File: config.mk
export PLATFORM = sky130hd
export DESIGN_NAME = seq_checked_packet_deframer_flat
export DESIGN_NICKNAME = d
export VERILOG_FILES = /design/src/sv/sqd_pkg.sv /design/src/sv/sqd_if.sv /design/src/sv/seq_checked_packet_deframer.sv /design/src/sv/sqd_core.sv /design/src/sv/sqd_out_reg.sv /design/src/flat_wrapper.sv
export SDC_FILE = /design/constraint.sdc
export NUM_CORES = 1
export LEC_CHECK = 0
export BUFFER_PORTS_ARGS = -buffer_cell sky130_fd_sc_hd__buf_2
export CAP_MARGIN = 30
export CORE_UTILIZATION = 44
export CTS_CLUSTER_SIZE = 16
export DETAILED_ROUTE_END_ITERATION = 6
export PLACE_DENSITY = 0.66
export RECOVER_POWER = 50
export SLEW_MARGIN = 20
export SYNTH_ARGS = -nofsm -noshare
export SYNTH_HDL_FRONTEND = slang
export SYNTH_SLANG_ARGS = --single-unit
File: constraint.sdc
create_clock -name clk_i -period 3.8 [get_ports clk_i]
set_input_delay 0.19 -clock clk_i [delete_from_list [all_inputs] [get_ports clk_i]]
set_output_delay 0.19 -clock clk_i [all_outputs]
set_load 0.005 [all_outputs]
File: src/sv/sqd_pkg.sv
// Package for the sequence-checked packet deframer.
// Item types, length width constants. No dependencies.
`default_nettype none

package sqd_pkg;

  // Width of the internal payload down-counter.
  localparam int unsigned LENGTH_BITS = 24;

  // Width of the header length field as reported.
  localparam int unsigned FIELD_BITS = 24;

  // Header length bits that survive the LENGTH_BITS mask.
  localparam int unsigned LEN_USED = (LENGTH_BITS < FIELD_BITS) ? LENGTH_BITS : FIELD_BITS;
  localparam logic [FIELD_BITS-1:0] LEN_MASK = FIELD_BITS'((64'd1 << LEN_USED) - 64'd1);

  // Header is four bytes: three length bytes, then the sequence byte.
  localparam logic [1:0] SEQ_BYTE_IDX = 2'd3;

  typedef enum logic {
    KIND_STREAM = 1'b0,
    KIND_RESYNC = 1'b1
  } kind_e;

  typedef struct packed {
    logic                  kind;
    logic [7:0]            data_byte;
    logic [7:0]            new_expected_seq;
  } in_item_t;

  typedef struct packed {
    logic [7:0]            out_byte;
    logic                  payload_valid;
    logic                  payload_skipped;
    logic                  header_done;
    logic [FIELD_BITS-1:0] packet_length;
    logic [7:0]            packet_seq;
    logic                  protocol_error;
    logic                  last_of_packet;
  } out_item_t;

endpackage

`default_nettype wire

File: src/sv/sqd_if.sv
// Stream channel interfaces of the deframer: input items and result items.
// Depends on sqd_pkg for the length field width.
`default_nettype none

interface sqd_in_if;
  logic       valid;
  logic       ready;
  logic       kind;
  logic [7:0] data_byte;
  logic [7:0] new_expected_seq;

  modport source (output valid, output kind, output data_byte, output new_expected_seq,
                  input ready);
  modport sink   (input valid, input kind, input data_byte, input new_expected_seq,
                  output ready);
endinterface

interface sqd_out_if;
  logic                             valid;
  logic                             ready;
  logic [7:0]                       out_byte;
  logic                             payload_valid;
  logic                             payload_skipped;
  logic                             header_done;
  logic [sqd_pkg::FIELD_BITS-1:0]   packet_length;
  logic [7:0]                       packet_seq;
  logic                             protocol_error;
  logic                             last_of_packet;

  modport source (output valid, output out_byte, output payload_valid,
                  output payload_skipped, output header_done, output packet_length,
                  output packet_seq, output protocol_error, output last_of_packet,
                  input ready);
  modport sink   (input valid, input out_byte, input payload_valid,
                  input payload_skipped, input header_done, input packet_length,
                  input packet_seq, input protocol_error, input last_of_packet,
                  output ready);
endinterface

`default_nettype wire

File: src/sv/seq_checked_packet_deframer.sv
// A result is registered and appears in the cycle after its input transfer.
// Throughput: one item per cycle; input ready follows the result register
// being empty or taken in the same cycle.
// Reset (rst_ni, async active low): framing at header start, expected
// sequence zero, result register empty.
// Top level of the deframer; depends on sqd_pkg, sqd_if, sqd_core, sqd_out_reg.
`default_nettype none

module seq_checked_packet_deframer (
  input  wire         clk_i,
  input  wire         rst_ni,
  sqd_in_if.sink      in_i,
  sqd_out_if.source   out_o
);

  sqd_pkg::in_item_t  item;
  sqd_pkg::out_item_t result;
  sqd_pkg::out_item_t result_q;
  logic               free;
  logic               accept;
  logic               out_valid;

  assign item.kind             = in_i.kind;
  assign item.data_byte        = in_i.data_byte;
  assign item.new_expected_seq = in_i.new_expected_seq;

  assign in_i.ready = free;
  assign accept     = in_i.valid & free;

  sqd_core u_core (
    .clk_i    (clk_i),
    .rst_ni   (rst_ni),
    .accept_i (accept),
    .item_i   (item),
    .result_o (result)
  );

  sqd_out_reg u_out_reg (
    .clk_i    (clk_i),
    .rst_ni   (rst_ni),
    .load_i   (accept),
    .result_i (result),
    .ready_i  (out_o.ready),
    .valid_o  (out_valid),
    .free_o   (free),
    .result_o (result_q)
  );

  assign out_o.valid           = out_valid;
  assign out_o.out_byte        = result_q.out_byte;
  assign out_o.payload_valid   = result_q.payload_valid;
  assign out_o.payload_skipped = result_q.payload_skipped;
  assign out_o.header_done     = result_q.header_done;
  assign out_o.packet_length   = result_q.packet_length;
  assign out_o.packet_seq      = result_q.packet_seq;
  assign out_o.protocol_error  = result_q.protocol_error;
  assign out_o.last_of_packet  = result_q.last_of_packet;

endmodule

`default_nettype wire

File: src/sv/sqd_core.sv
// Framing state and per-byte decode of the deframer.
// Depends on sqd_pkg for item types and length constants.
`default_nettype none

module sqd_core (
  input  wire                 clk_i,
  input  wire                 rst_ni,
  input  wire                 accept_i,
  input  sqd_pkg::in_item_t   item_i,
  output sqd_pkg::out_item_t  result_o
);

  logic [1:0]                         header_count_q, header_count_d;
  logic [sqd_pkg::FIELD_BITS-1:0]     length_accum_q, length_accum_d;
  logic [sqd_pkg::LENGTH_BITS-1:0]    payload_left_q, payload_left_d;
  logic [7:0]                         expected_seq_q, expected_seq_d;
  logic                               in_sync_q, in_sync_d;

  logic [sqd_pkg::FIELD_BITS-1:0]     len;
  logic [sqd_pkg::FIELD_BITS-1:0]     byte_ext;
  logic                               match;

  assign len      = length_accum_q & sqd_pkg::LEN_MASK;
  assign byte_ext = sqd_pkg::FIELD_BITS'(item_i.data_byte);
  assign match    = (item_i.data_byte == expected_seq_q);

  always_comb begin
    header_count_d = header_count_q;
    length_accum_d = length_accum_q;
    payload_left_d = payload_left_q;
    expected_seq_d = expected_seq_q;
    in_sync_d      = in_sync_q;
    result_o       = '0;

    if (item_i.kind == sqd_pkg::KIND_RESYNC) begin
      expected_seq_d = item_i.new_expected_seq;
    end else begin
      result_o.out_byte = item_i.data_byte;
      if (payload_left_q != '0) begin
        result_o.payload_valid   = in_sync_q;
        result_o.payload_skipped = ~in_sync_q;
        payload_left_d           = payload_left_q - sqd_pkg::LENGTH_BITS'(1);
        result_o.last_of_packet  = (payload_left_q == sqd_pkg::LENGTH_BITS'(1));
      end else if (header_count_q != sqd_pkg::SEQ_BYTE_IDX) begin
        // little-endian length bytes
        case (header_count_q)
          2'd0:    length_accum_d = length_accum_q | byte_ext;
          2'd1:    length_accum_d = length_accum_q | (byte_ext << 8);
          default: length_accum_d = length_accum_q | (byte_ext << 16);
        endcase
        header_count_d = header_count_q + 2'd1;
      end else begin
        result_o.header_done    = 1'b1;
        result_o.packet_length  = len;
        result_o.packet_seq     = item_i.data_byte;
        result_o.protocol_error = ~match;
        result_o.last_of_packet = (len == '0);
        if (match) expected_seq_d = expected_seq_q + 8'd1;
        in_sync_d      = match;
        payload_left_d = sqd_pkg::LENGTH_BITS'(len);
        header_count_d = '0;
        length_accum_d = '0;
      end
    end
  end

  always_ff @(posedge clk_i or negedge rst_ni) begin
    if (!rst_ni) begin
      header_count_q <= '0;
      length_accum_q <= '0;
      payload_left_q <= '0;
      expected_seq_q <= '0;
      in_sync_q      <= 1'b0;
    end else if (accept_i) begin
      header_count_q <= header_count_d;
      length_accum_q <= length_accum_d;
      payload_left_q <= payload_left_d;
      expected_seq_q <= expected_seq_d;
      in_sync_q      <= in_sync_d;
    end
  end

endmodule

`default_nettype wire

File: src/sv/sqd_out_reg.sv
// Result register of the deframer: holds one result until its transfer.
// Depends on sqd_pkg for the result type.
`default_nettype none

module sqd_out_reg (
  input  wire                 clk_i,
  input  wire                 rst_ni,
  input  wire                 load_i,
  input  sqd_pkg::out_item_t  result_i,
  input  wire                 ready_i,
  output logic                valid_o,
  output logic                free_o,
  output sqd_pkg::out_item_t  result_o
);

  logic               valid_q;
  sqd_pkg::out_item_t result_q;

  // free when empty or emptied by a transfer this cycle
  assign free_o   = ~valid_q | ready_i;
  assign valid_o  = valid_q;
  assign result_o = result_q;

  always_ff @(posedge clk_i or negedge rst_ni) begin
    if (!rst_ni) begin
      valid_q <= 1'b0;
    end else if (free_o) begin
      valid_q <= load_i;
    end
  end

  always_ff @(posedge clk_i) begin
    if (load_i) result_q <= result_i;
  end

endmodule

`default_nettype wire

File: src/flat_wrapper.sv
// flat-port wrapper written by rule: the top's interface ports become plain ports
module seq_checked_packet_deframer_flat 
  (clk_i, rst_ni, in_i_valid, in_i_kind, in_i_data_byte, in_i_new_expected_seq, in_i_ready, out_o_valid, out_o_out_byte, out_o_payload_valid, out_o_payload_skipped, out_o_header_done, out_o_packet_length, out_o_packet_seq, out_o_protocol_error, out_o_last_of_packet, out_o_ready);
  sqd_in_if in_i_i ();
  sqd_out_if out_o_i ();
  input  wire clk_i;
  input  wire rst_ni;
  input wire logic [$bits(in_i_i.valid)-1:0] in_i_valid;
  input wire logic [$bits(in_i_i.kind)-1:0] in_i_kind;
  input wire logic [$bits(in_i_i.data_byte)-1:0] in_i_data_byte;
  input wire logic [$bits(in_i_i.new_expected_seq)-1:0] in_i_new_expected_seq;
  output wire logic [$bits(in_i_i.ready)-1:0] in_i_ready;
  output wire logic [$bits(out_o_i.valid)-1:0] out_o_valid;
  output wire logic [$bits(out_o_i.out_byte)-1:0] out_o_out_byte;
  output wire logic [$bits(out_o_i.payload_valid)-1:0] out_o_payload_valid;
  output wire logic [$bits(out_o_i.payload_skipped)-1:0] out_o_payload_skipped;
  output wire logic [$bits(out_o_i.header_done)-1:0] out_o_header_done;
  output wire logic [$bits(out_o_i.packet_length)-1:0] out_o_packet_length;
  output wire logic [$bits(out_o_i.packet_seq)-1:0] out_o_packet_seq;
  output wire logic [$bits(out_o_i.protocol_error)-1:0] out_o_protocol_error;
  output wire logic [$bits(out_o_i.last_of_packet)-1:0] out_o_last_of_packet;
  input wire logic [$bits(out_o_i.ready)-1:0] out_o_ready;
  assign in_i_i.valid = in_i_valid;
  assign in_i_i.kind = in_i_kind;
  assign in_i_i.data_byte = in_i_data_byte;
  assign in_i_i.new_expected_seq = in_i_new_expected_seq;
  assign in_i_ready = in_i_i.ready;
  assign out_o_valid = out_o_i.valid;
  assign out_o_out_byte = out_o_i.out_byte;
  assign out_o_payload_valid = out_o_i.payload_valid;
  assign out_o_payload_skipped = out_o_i.payload_skipped;
  assign out_o_header_done = out_o_i.header_done;
  assign out_o_packet_length = out_o_i.packet_length;
  assign out_o_packet_seq = out_o_i.packet_seq;
  assign out_o_protocol_error = out_o_i.protocol_error;
  assign out_o_last_of_packet = out_o_i.last_of_packet;
  assign out_o_i.ready = out_o_ready;
  seq_checked_packet_deframer u_core (.clk_i(clk_i), .rst_ni(rst_ni), .in_i(in_i_i), .out_o(out_o_i));
endmodule
After elaboration in Yosys (flattened, before gate mapping)
Index checks and enable logic that the tools add are counted.

Bits of input ports: 21. Word-level logic and storage cells: 57. Bits in latches: 0. Memories kept: 0. ROM bits: 0. RAM bits: 0. Flip-flop bits (word level): 105. Output and inout port bits: 47.

$lt $le $gt $ge: 0. Add/subtract/negate cells: 3. Equal/unequal tests: 7. Reduce and logical (&&, ||, !) cells: 11. Shift-type cells: 0. Div/mod/pow operators: 0. Mux-type cells: 11. Bitwise operators: 11. Multipliers: 0.

Operators by type and width (count): $mux W24 (3); $pmux W24 S2 (1); $mux W35 (1); $mux W8 (4); $eq A24 B1 Y1 const B (1); $logic_not A24 Y1 (1); $or A24 B16 Y24 (1); $or A24 B24 Y24 (1); $or A24 B8 Y24 (1); $reduce_bool A24 Y1 (1); $sub A24 B1 Y24 const B (1); $add A8 B1 Y8 const B (1); $eq A8 B8 Y1 (1); $ne A2 B2 Y1 const B (4); $reduce_and A4 Y1 (2); $not A1 Y1 (6); $reduce_and A3 Y1 (2); $reduce_or A2 Y1 (2); $reduce_or A3 Y1 (1); $add A2 B1 Y2 const B (1); $eq A2 B1 Y1 const B (1); $logic_not A2 Y1 (1); $mux W2 (1); $reduce_bool A2 Y1 (1); other kinds (3) (3).

Longest topological paths before layout
Gate-level depths: netlist of the first run.

Word-level depth: 5. Mapped depth: 8. Depth with buffers taken out: 7.

Modules after synthesis
Synthesis of the first run repeated with hierarchy kept, for this count alone.

Cells, all modules: 484. Area, all modules: 5101.1 um^2.

By module, submodules not included: sqd_core (cells each 435, sequential area each 1476.4 um^2, area each 3696.0 um^2, instances 1); sqd_out_reg (cells each 48, sequential area each 1376.3 um^2, area each 1398.8 um^2, instances 1); seq_checked_packet_deframer (cells each 1, sequential area each 0.0 um^2, area each 6.3 um^2, instances 1).

Least setup slack after synthesis of the first run
OpenSTA, ideal clock, no wires.

Path kind: register to register. Start point: register u_core.u_out_reg.valid_q (netlist: u_core.u_out_reg.valid_o). End point: register u_core.u_core.expected_seq_q[2]. Period minus slack after synthesis: 2699 ps. Buffers on the path: 1. Path slack: 1101 ps. Setup time: 96 ps. Stages on the path, launching flop included: 7. Data required time: 3704 ps. Arrival time: 2603 ps. Cell sequence: dfrtp_1 nand2b_1 nand2_1 inv_1 clkbuf_1 o21ai_0 a211oi_1.

Word-level cells in the longest chain between the ends: 4.

Ends and longest elaborated chain: start: declaration (RTL line sqd_out_reg.sv:16) `logic valid_q;`; start signal: assignment (RTL line sqd_out_reg.sv:28) `valid_q <= load_i;`; $not A1 Y1 (RTL line sqd_out_reg.sv:20) `assign free_o = ~valid_q | ready_i;`; $or A1 B1 Y1 (RTL line sqd_out_reg.sv:20); named net in_i_ready (RTL line flat_wrapper.sv:12) `output wire logic [$bits(in_i_i.ready)-1:0] in_i_ready;`; $and A1 B1 Y1 (RTL line seq_checked_packet_deframer.sv:28) `assign accept = in_i.valid & free;`; named net u_core.accept (RTL line seq_checked_packet_deframer.sv:20) `logic accept;`; $reduce_and A4 Y1 (no source line); end signal: assignment (RTL line sqd_core.sv:78) `expected_seq_q <= expected_seq_d;`; end: declaration (RTL line sqd_core.sv:16) `logic [7:0] expected_seq_q, expected_seq_d;`.

The timed path passes the listed nets, and every way through them passes these cells. A chain may end at the register's enable or synchronous reset.

Worst setup path after layout of the first run
Start point: register u_core.u_core.payload_left_q[12] (netlist name). End point: register u_core.u_core.length_accum_q (netlist bit u_core.u_core.len[12]).

Word-level cells in the longest chain between the ends: 3.

Ends and longest elaborated chain: start: declaration (RTL line sqd_core.sv:15) `logic [sqd_pkg::LENGTH_BITS-1:0] payload_left_q, payload_left_d;`; start signal: assignment (RTL line sqd_core.sv:77) `payload_left_q <= payload_left_d;`; $reduce_bool A24 Y1 (RTL line sqd_core.sv:39) `if (payload_left_q != '0) begin`; $not A1 Y1 (no source line); $reduce_and A3 Y1 (no source line); end signal: assignment (RTL line sqd_core.sv:76) `length_accum_q <= length_accum_d;`; end: declaration (RTL line sqd_core.sv:14) `logic [sqd_pkg::FIELD_BITS-1:0] length_accum_q, length_accum_d;`.

Every way passes these cells.

==> results_dict.tcl, run 1 <==
set metrics [dict create \
    die-height_um 110 \
    io_pins 68 \
    viasPerCell 5.86 \
    cts-root-buf "clkbuf_16" \
    grt_max_degree 55 \
    leakagePower_nw 2.44 \
    syn_inst 487 \
    grt_setup_unrepaired "no" \
    setup_violations 0 \
    min_path_cells 2 \
    hold_path_class "in -> reg" \
    drive_above_1_share_pct 15.9 \
    end_kind "flop" \
    grt-busiest-layer "met2" \
    maxSlewHeadroom_pct 8.32 \
    cts-resized-gates 0 \
    worstSetupPathType "reg -> reg" \
    grt_pass1_vias 3883 \
    area_growth_pct 15.2 \
    synth-main-ff-cell "dfrtp_1" \
    fin_nets 578 \
    async_reset_ff_share_pct 57.1 \
    n_fill_cell 1027 \
    grt_use_total_pct 21.2 \
    dr.pass1.iters 5 \
    detail-route-antenna-nets 0 \
    core_area_mm2 0.0114 \
    yosysSeqAreaShare_pct 55.1 \
    clock_sinks 105 \
    avgSynthCellArea_um2 10.6 \
    clock_latency_ns 0.35 \
    worstPathCellList "nor4_1, nand4_2, buf_4, or3_1, buf_16, nor4_4, nor2_1" \
    max_freq_mhz 351 \
    whs_ns 0.0763 \
    antenna_found_initial 0 \
    synth_cell_types 48 \
    place_inst 681 \
    cp.required_ns 4.02 \
    vias 4088 \
    layout_common_cells "dfrtp_1, buf_2, edfxtp_1" \
    clk_pin_slew_ns 0.07 \
    fin_cells 698 \
    wire_per_inst_um 18.1 \
    yosys_warnings 0 \
    placed_area_mm2 0.00568 \
    critical_path_buf_inv_count 2 \
    reg2reg_setup_slack_ns 0.95 \
    clockBufferDepth 2 \
    rows 39 \
    hpwlAfterDp_um 8860 \
    yosysTopAreaCellShare_pct 29.0 \
    reg2reg_to "u_core.u_core.len[12]" \
    vdd_ir_drop_max_mv 0.193 \
    grt_pass1_wl_um 20500 \
    synthTopCellsByArea "dfrtp_1, edfxtp_1, and2_1" \
    final_common_cell "dfrtp_1" \
    die_w_um 110 \
    synthesis.nets 515 \
    cp_top_family "simple AND/OR/NAND/NOR gates" \
    gp_congestion 0.839 \
    portBuffers 67 \
    powerDensity_mw_per_mm2 449 \
    critical_path_depth 7 \
    grt_use_met1_pct 29.9 \
    hold_start "in_i_valid" \
    fin_area_mm2 0.00596 \
    synth_area_mm2 0.00517 \
    die-area_mm2 0.0122 \
    period_needed_ns 2.85 \
    post_cts_buffers 0 \
    cap_violations 0 \
    antenna_cells 0 \
    cts_tree "done" \
    finalPower_mw 2.68 \
    seq_area_mm2 0.00285 \
    hold_viol_final 0 \
    synth-edff-count 45 \
    drt_iter0_drc 386 \
    arrival_ns 3.07 \
    cts-buffers-inserted 9 \
    hold_end "u_core.u_out_reg.valid_o" \
    outcome "finished, final reports clean" \
    worst_pin_slew_ns 1.38 \
    r2r_start "u_core.u_core.payload_left_q[12]" \
    drv_slew 0 \
    fin_skew_ns 0.00916 \
    r2r_cells 7 \
    start_util_pct 45.3 \
    tns_ns 0 \
    period_share_pct 74.9 \
    cp_max_fo 19 \
    grtUsageMet2_pct 33.0 \
    multi_input_area_mm2 0.00214 \
    synth-seq-cells 105 \
    yosys.area.top_type "dfrtp_1" \
    grtUsageMet3_pct 3.73 \
    cp-start-kind "flop" \
    drc_errors 0 \
    h-tree-depth 3 \
    critical_path.max_stage_delay_ns 0.66 \
    slowest_stage "or3_1" \
    routed_wl_um 12700 \
    overflow 0 \
]
## where the power goes
| part | total [mW] | internal [mW] | leakage [nW] | switching, mW |
|---|---|---|---|---|
| logic | 0.365 | 0.152 | 1.09 | 0.213 |
| clock network | 0.931 | 0.493 | 0.142 | 0.437 |
| registers | 1.38 | 1.27 | 1.21 | 0.110 |
## per-stage QoR
step	worst slack, ns	utilization, %
floorplan	1.10	-
global placement	0.977	49.4
detailed placement	0.976	49.7
CTS	0.983	52.4
global route	0.785	52.2
finish	0.952	52.2
## synth_stat cells (all sizes together) (10+ instances only)
cell type	instances
buf	13
a2bb2oi	13
nor3	18
nor2	36
nand3	15
nand2	22
nor4	17
a31oi	12
a21oi	40
inv	22
nor2b	10
and2	33
clkbuf	12
o21ai	28
edfxtp	45
dfrtp	60
nand4	13
## how the worst max path moves through the flow
stage	from	slack, ns	to
3_3_place_gp	u_core.u_core.payload_left_q[9]	0.98	u_core.u_core.len[11]
3_5_place_dp	u_core.u_core.payload_left_q[12]	0.98	u_core.u_core.len[12]
5_1_grt	u_core.u_core.payload_left_q[12]	0.78	u_core.u_core.len[8]
6_report	u_core.u_core.payload_left_q[12]	0.95	u_core.u_core.len[12]
4_1_cts	u_core.u_core.payload_left_q[12]	0.98	u_core.u_core.len[12]
2_1_floorplan	u_core.u_out_reg.valid_o	1.10	u_core.u_core.expected_seq_q[2]
## registers in the layout (all words and copies together), names as in the netlist
register and count:
u_core.u_out_reg.valid_o 1, u_core.u_core.header_count_q 2, u_core.u_core.payload_left_q 24, u_core.u_out_reg.result_o 45, u_core.u_core.len 24, u_core.u_core.in_sync_q 1, u_core.u_core.expected_seq_q 8
## kinds of logic (layout without fill, tap and decap cells)
family | Yosys count | in the layout | synth area share (%)
AO/OA/AOI/OAI | 129 | 129 | 15.9
XOR/XNOR | 8 | 8 | 1.35
adder cells (fa/ha/maj) | 7 | 7 | 1.69
buffers and inverters | 47 | 115 | 3.77
flip-flops | 105 | 105 | 55.1
multiplexers | 1 | 1 | 0.218
AND/OR/NAND/NOR | 190 | 190 | 21.9
## timing repair
| item | in CTS | in global routing |
|---|---|---|
| hold buffers | 1 | 0 |
| hold endpoints to repair | 6 | 0 |
| setup endpoints to repair | 0 | 0 |
## metal layers
| metal | share of wire [%] | up-vias |
|---|---|---|
| li1 | - | 1932 |
| met1 | 45 | 2003 |
| met2 | 47 | 135 |
| met3 | 5.5 | 18 |
| met4 | 1.7 | 0 |
| met5 | 0 | - |
## final cells by class
| cell class | count | area share (%) |
|---|---|---|
| multi-input combinational | 335 | 35.8 |
| timing repair buffer | 77 | 6.95 |
| tap | 143 | 3.00 |
| sequential | 105 | 47.9 |
| clock inverter | 5 | 0.714 |
| inverter | 22 | 1.39 |
| clock buffer | 11 | 4.26 |
No activity file was read; power rests on OpenSTA's default activity.
==> run 2: changes to the inputs <==
--- a/config.mk
+++ b/config.mk
@@ -5,12 +5,13 @@
 export SDC_FILE = /design/constraint.sdc
 export NUM_CORES = 1
 export LEC_CHECK = 0
+export ABC_AREA = 1
 export BUFFER_PORTS_ARGS = -buffer_cell sky130_fd_sc_hd__buf_2
 export CAP_MARGIN = 30
 export CORE_UTILIZATION = 44
 export CTS_CLUSTER_SIZE = 16
 export DETAILED_ROUTE_END_ITERATION = 6
-export PLACE_DENSITY = 0.66
+export PLACE_DENSITY = 0.65
 export RECOVER_POWER = 50
 export SLEW_MARGIN = 20
 export SYNTH_ARGS = -nofsm -noshare
==> constraint.sdc (replaced) <==
create_clock -name clk_i -period 2.99 [get_ports clk_i]
set_input_delay 0.1495 -clock clk_i [delete_from_list [all_inputs] [get_ports clk_i]]
set_output_delay 0.1495 -clock clk_i [all_outputs]
set_load 0.005 [all_outputs]
==> run 2 against run 1 <==
Non-clock buffer count decreased by 4. Sequential power increased by 38%. Final cell count increased by 33%. Global-route usage up 0.88 points. Worst setup slack got worse by 0.16 ns. Sequential share of layout area fell by 3.8 points. Clock power rose by 34%. Total power increased by 68%. Area after synthesis grew 11%. Critical path depth grew 2. Hold slack better by 0.00081 ns. Via count up 17%.
==> results_dict.tcl, run 2 <==
set metrics [dict create \
    outcome "finished, final reports clean" \
    final_common_cell "nand2_1" \
    viasPerCell 5.17 \
    die-height_um 116 \
    die_w_um 116 \
    h-tree-depth 3 \
    syn_inst 687 \
    worstSetupPathType "reg -> reg" \
    grt_pass1_wl_um 22200 \
    vdd_ir_drop_max_mv 0.305 \
    detail-route-antenna-nets 0 \
    clock_sinks 105 \
    period_needed_ns 2.20 \
    period_share_pct 73.6 \
    grt_use_total_pct 22.1 \
    synth_commonest_cells "nand2_1, nor2_1, inv_1, dfrtp_1, edfxtp_1" \
    reg2reg_setup_slack_ns 0.79 \
    overflow 0 \
    gp_congestion 0.848 \
    fin_area_mm2 0.00647 \
    synth-seq-cells 105 \
    grtUsageMet3_pct 3.84 \
    max_freq_mhz 455 \
    grt-busiest-layer "met2" \
    synth-edff-count 45 \
    grt_setup_unrepaired "no" \
    async_reset_ff_share_pct 57.1 \
    powerDensity_mw_per_mm2 693 \
    worst_pin_slew_ns 1.42 \
    core_area_mm2 0.0127 \
    maxSlewHeadroom_pct 5.61 \
    grt_pass1_vias 4314 \
    hold_viol_final 0 \
    cts_tree "done" \
    fin_skew_ns 0.00870 \
    drt_iter0_drc 405 \
    vias 4789 \
    routed_wl_um 14000 \
    largest_reg_flops 45 \
    antenna_cells 0 \
    cap_violations 0 \
    start_util_pct 45.5 \
    grt_max_degree 34 \
    cts-root-buf "clkbuf_16" \
    drv_slew 0 \
    io_pins 68 \
    area_growth_pct 12.4 \
    cp_max_fo 30 \
    tns_ns 0 \
    dr.pass1.iters 5 \
    synth_area_mm2 0.00576 \
    synthTopCellsByArea "dfrtp_1, edfxtp_1, nand2_1" \
    synth.most_common_cell "nand2_1" \
    yosysTopAreaCellShare_pct 26.1 \
    yosys_warnings 0 \
    portBuffers 67 \
    fin_nets 777 \
    postLayoutCoreUtil_pct 51.1 \
    finalPower_mw 4.49 \
    clock_latency_ns 0.37 \
    layout_common_cells "nand2_1, nor2_1, inv_1" \
    yosysSeqAreaShare_pct 49.5 \
    antenna_found_initial 0 \
    arrival_ns 2.46 \
    cts-buffers-inserted 9 \
    drc_errors 0 \
    synth_cell_types 34 \
    cp-start-kind "flop" \
    drive_above_1_share_pct 13.4 \
    avgSynthCellArea_um2 8.39 \
    synth-main-ff-cell "dfrtp_1" \
    yosys.area.top_type "dfrtp_1" \
    hold_path_class "in -> reg" \
    whs_ns 0.0771 \
    grt_use_met1_pct 31.3 \
    synthesis.nets 715 \
    clockBufferDepth 2 \
    end_kind "flop" \
    rows 41 \
    clk_pin_slew_ns 0.08 \
    setup_violations 0 \
    wire_per_inst_um 15.2 \
    hpwlAfterDp_um 9850 \
    cp.required_ns 3.25 \
    leakagePower_nw 2.84 \
    placed_area_mm2 0.00621 \
    die-area_mm2 0.0136 \
    grtUsageMet2_pct 32.6 \
]
-- run 2: area by class of cell --
class	instances	area [um^2]
timing repair buffer	73	327
tap	172	215
fill	1225	6200
clock inverter	7	86.3
inverter	73	274
multi-input combinational	487	2490
sequential	105	2850
clock buffer	9	225
-- run 2: logic make-up (layout without fill, tap and decap cells) --
kind of cell             count (synthesis)  after routing  share of synthesized area (%)
XOR/XNOR                                12             12                           1.82
flip-flops                             105            105                           49.5
AO/OA/AOI/OAI                           95             95                           11.1
AND/OR/NAND/NOR                        373            373                           28.9
adder cells (fa/ha/maj)                  7              7                           1.52
buffers and inverters                   95            162                           7.17
-- run 2: path summary, 6_finish.rpt --
kind                                                 startpoint                               end  cells past startpoint
worst max-delay path            u_core.u_core.payload_left_q[0]              u_core.u_core.len[8]                      9
worst min-delay path                                out_o_ready          u_core.u_out_reg.valid_o                      4
worst max register to register  u_core.u_core.payload_left_q[0]              u_core.u_core.len[8]                      9
worst min register to register            u_core.u_core.len[11]             u_core.u_core.len[11]                      2
max in group asynchronous                                rst_ni  u_core.u_core.payload_left_q[23]                      3
min in group asynchronous                                rst_ni   u_core.u_core.payload_left_q[4]                      2
-- run 2: power breakdown --
part	internal, mW	switching [mW]
logic	0.446	0.885
registers	1.69	0.212
clock network	0.666	0.586
total	2.80	1.68
-- run 2: layer usage --
layer,routed length [um],vias up
met5,0,-
met4,370,0
met3,640,24
met2,6280,150
met1,6750,2259
li1,-,2356
-- run 2: per-stage QoR --
| step | worst slack, ns | instances |
|---|---|---|
| floorplan | 0.617 | 687 |
| global placement | 0.895 | 909 |
| detailed placement | 0.817 | 909 |
| CTS | 0.800 | 926 |
| global route | 0.464 | 926 |
| finish | 0.790 | 926 |
-- run 2: critical path: stages, from the launching register on --
cell	delay [ns]
dfrtp_1	0.39
inv_1	0.16
ha_1	0.17
nand2_1	0.08
nor2_4	0.22
nand3_4	0.33
nor2_8	0.27
nand3_4	0.24
nand2_1	0.17
o21ai_2	0.06
-- run 2: what timing repair did --
item                       CTS  global route
setup buffers                0             0
gates resized for setup      0             0
hold endpoints to repair    23             0
hold buffers                 1             0
setup endpoints to repair    0             0
==> run 3: changes to the inputs <==
--- a/config.mk
+++ b/config.mk
@@ -11,7 +11,7 @@
 export CORE_UTILIZATION = 44
 export CTS_CLUSTER_SIZE = 16
 export DETAILED_ROUTE_END_ITERATION = 6
-export PLACE_DENSITY = 0.65
+export PLACE_DENSITY = 0.67
 export RECOVER_POWER = 50
 export SLEW_MARGIN = 20
 export SYNTH_ARGS = -nofsm -noshare
==> constraint.sdc (replaced) <==
create_clock -name clk_i -period 1.8 [get_ports clk_i]
set_input_delay 0.09 -clock clk_i [delete_from_list [all_inputs] [get_ports clk_i]]
set_output_delay 0.09 -clock clk_i [all_outputs]
set_load 0.005 [all_outputs]
==> run 3 against run 2 <==
The run now ends with setup timing left. Register-to-register slack lost 0.80 ns. Clock skew grew 0.0010 ns. Sequential share of layout area shrank 3.8 points. Combinational power grew 120%. Sequential power grew 61%. Sequential cell count is the same. Non-clock buffer count grew 55. Critical path depth is the same. Total power grew 81%. Hold slack lost 0.044 ns. Count of clock-buffer cells in the layout grew 1. Wire length grew 6.9%. Critical path type unchanged. Largest power group unchanged. Highest routed layer unchanged.
==> results_dict.tcl, run 3 (synthesis results as in run 2) <==
set metrics [dict create \
    setup_violations 2 \
    antenna_found_initial 0 \
    die-height_um 116 \
    io_pins 68 \
    cts-buffers-inserted 9 \
    powerDensity_mw_per_mm2 1140 \
    cp_max_fo 8 \
    leakagePower_nw 3.16 \
    die-area_mm2 0.0136 \
    postLayoutCoreUtil_pct 56.0 \
    layout_common_cells "nand2_1, nor2_1, inv_1" \
    failed_checks "setup timing" \
    antenna_cells 0 \
    gp_congestion 0.853 \
    r2r_cells 9 \
    max_freq_mhz 552 \
    dr.pass1.iters 5 \
    drv_slew 0 \
    end_kind "flop" \
    overflow 0 \
    final_common_cell "nand2_1" \
    cp_top_family "simple AND/OR/NAND/NOR gates" \
    detail-route-antenna-nets 0 \
    critical_path.max_stage_delay_ns 0.40 \
    vias 5068 \
    period_share_pct 101 \
    n_fill_cell 1145 \
    whs_ns 0.0335 \
    slowest_stage "dfrtp_1" \
    period_needed_ns 1.81 \
    hold_path_class "in -> reg" \
    grt_pass1_vias 4586 \
    cp-start-kind "flop" \
    hpwlAfterDp_um 10300 \
    clk_pin_slew_ns 0.08 \
    reg2reg_to "u_core.u_core.len[9]" \
    worstSetupPathType "reg -> reg" \
    start_util_pct 45.5 \
    fin_ws_ns -0.0121 \
    critical_path_buf_inv_count 1 \
    worstPathCellList "nor2_2, nand2_2, nor2_8, nand3_4, nor2_8, buf_4, nand3_4, nand2_2, o21ai_2" \
    cap_violations 0 \
    clock_latency_ns 0.36 \
    drive_above_1_share_pct 23.4 \
    grt_setup_unrepaired "yes" \
    hold_start "out_o_ready" \
    clockBufferDepth 2 \
    viasPerCell 5.15 \
    outcome "complete, but fails checks" \
    grt_use_total_pct 22.8 \
    largest_reg_flops 45 \
    routed_wl_um 15000 \
    fin_skew_ns 0.00974 \
    maxSlewHeadroom_pct 54.5 \
    r2r_start "u_core.u_core.payload_left_q[8]" \
    cp.required_ns 2.05 \
    worst_pin_slew_ns 0.682 \
    drt_iter0_drc 336 \
    rows 41 \
    hold_end "u_core.u_out_reg.valid_o" \
    grt_max_degree 37 \
    drc_errors 0 \
    cts_tree "done" \
    arrival_ns 2.06 \
    core_area_mm2 0.0127 \
    die_w_um 116 \
    hold_viol_final 0 \
    vdd_ir_drop_max_mv 0.461 \
    h-tree-depth 3 \
    portBuffers 67 \
    area_growth_pct 23.2 \
    fin_nets 835 \
    wire_per_inst_um 15.3 \
    grt_pass1_wl_um 23200 \
    reg2reg_setup_slack_ns -0.01 \
    min_path_cells 4 \
    cts-root-buf "clkbuf_16" \
    clock_sinks 105 \
]
-- run 3: layer usage --
layer | up-vias | global-route usage (%) | wire, um
met5 | - | 0 | 0
met3 | 37 | 3.17 | 667
met1 | 2418 | 31.7 | 6800
li1 | 2484 | - | -
met2 | 129 | 33.8 | 6970
met4 | 0 | 14.1 | 580
-- run 3: metrics by stage --
stage	setup slack [ns]	TNS (ns)	cells	area (um^2)	total power, mW
after floorplan	-0.118	-2.03	687	5790	4.85
after global placement	0.0358	0	947	6550	5.74
after detailed placement	-0.0144	-0.0416	947	6550	5.81
after CTS	-0.0297	-0.339	964	6900	7.98
after global routing	-0.141	-3.80	984	7090	8.65
final	-0.0121	-0.0176	984	7090	8.10
-- run 3: worst max path at each step --
stage / cells past startpoint / endpoint / slack [ns] / start
2_1_floorplan: 6 / u_core.u_core.len[0] / -0.12 / u_core.u_out_reg.valid_o
3_3_place_gp: 9 / u_core.u_core.len[15] / 0.04 / u_core.u_core.payload_left_q[1]
3_5_place_dp: 9 / u_core.u_core.len[9] / -0.01 / u_core.u_core.payload_left_q[1]
4_1_cts: 9 / u_core.u_core.len[9] / -0.03 / u_core.u_core.payload_left_q[1]
5_1_grt: 10 / u_core.u_core.len[9] / -0.14 / u_core.u_core.payload_left_q[1]
6_report: 9 / u_core.u_core.len[9] / -0.01 / u_core.u_core.payload_left_q[8]
-- run 3: layout make-up --
class	count	area [um^2]	share of cell area, %
Timing Repair Buffer	128	786	11.1
Inverter	73	283	3.99
Tap cell	172	215	3.03
Sequential cell	105	2850	40.2
Multi-Input combinational cell	490	2630	37.0
Clock inverter	6	81.3	1.15
Clock buffer	10	250	3.53
-- run 3: where the power goes --
group | leakage, nW | switching, mW | internal (mW) | total (mW)
clock network | 0.155 | 0.977 | 1.19 | 2.17
logic | 1.77 | 1.71 | 1.16 | 2.87
registers | 1.23 | 0.249 | 2.81 | 3.06
total | 3.16 | 2.94 | 5.17 | 8.10
-- run 3: tightest hold or removal path, cell delays in order --
cell and delay, ns:
buf_2 0.08, inv_1 0.04, nand2_2 0.10, nand2_1 0.06
-- run 3: repair_timing --
item / 4_1_cts / 5_1_grt
hold endpoints to repair: 24 / 0
hold buffers: 1 / 0
gates cloned: 0 / 3
resized for setup: 1 / 29
pin swaps: 0 / 11
buffers inserted: 0 / 17
endpoints found under the setup margin: 21 / 65
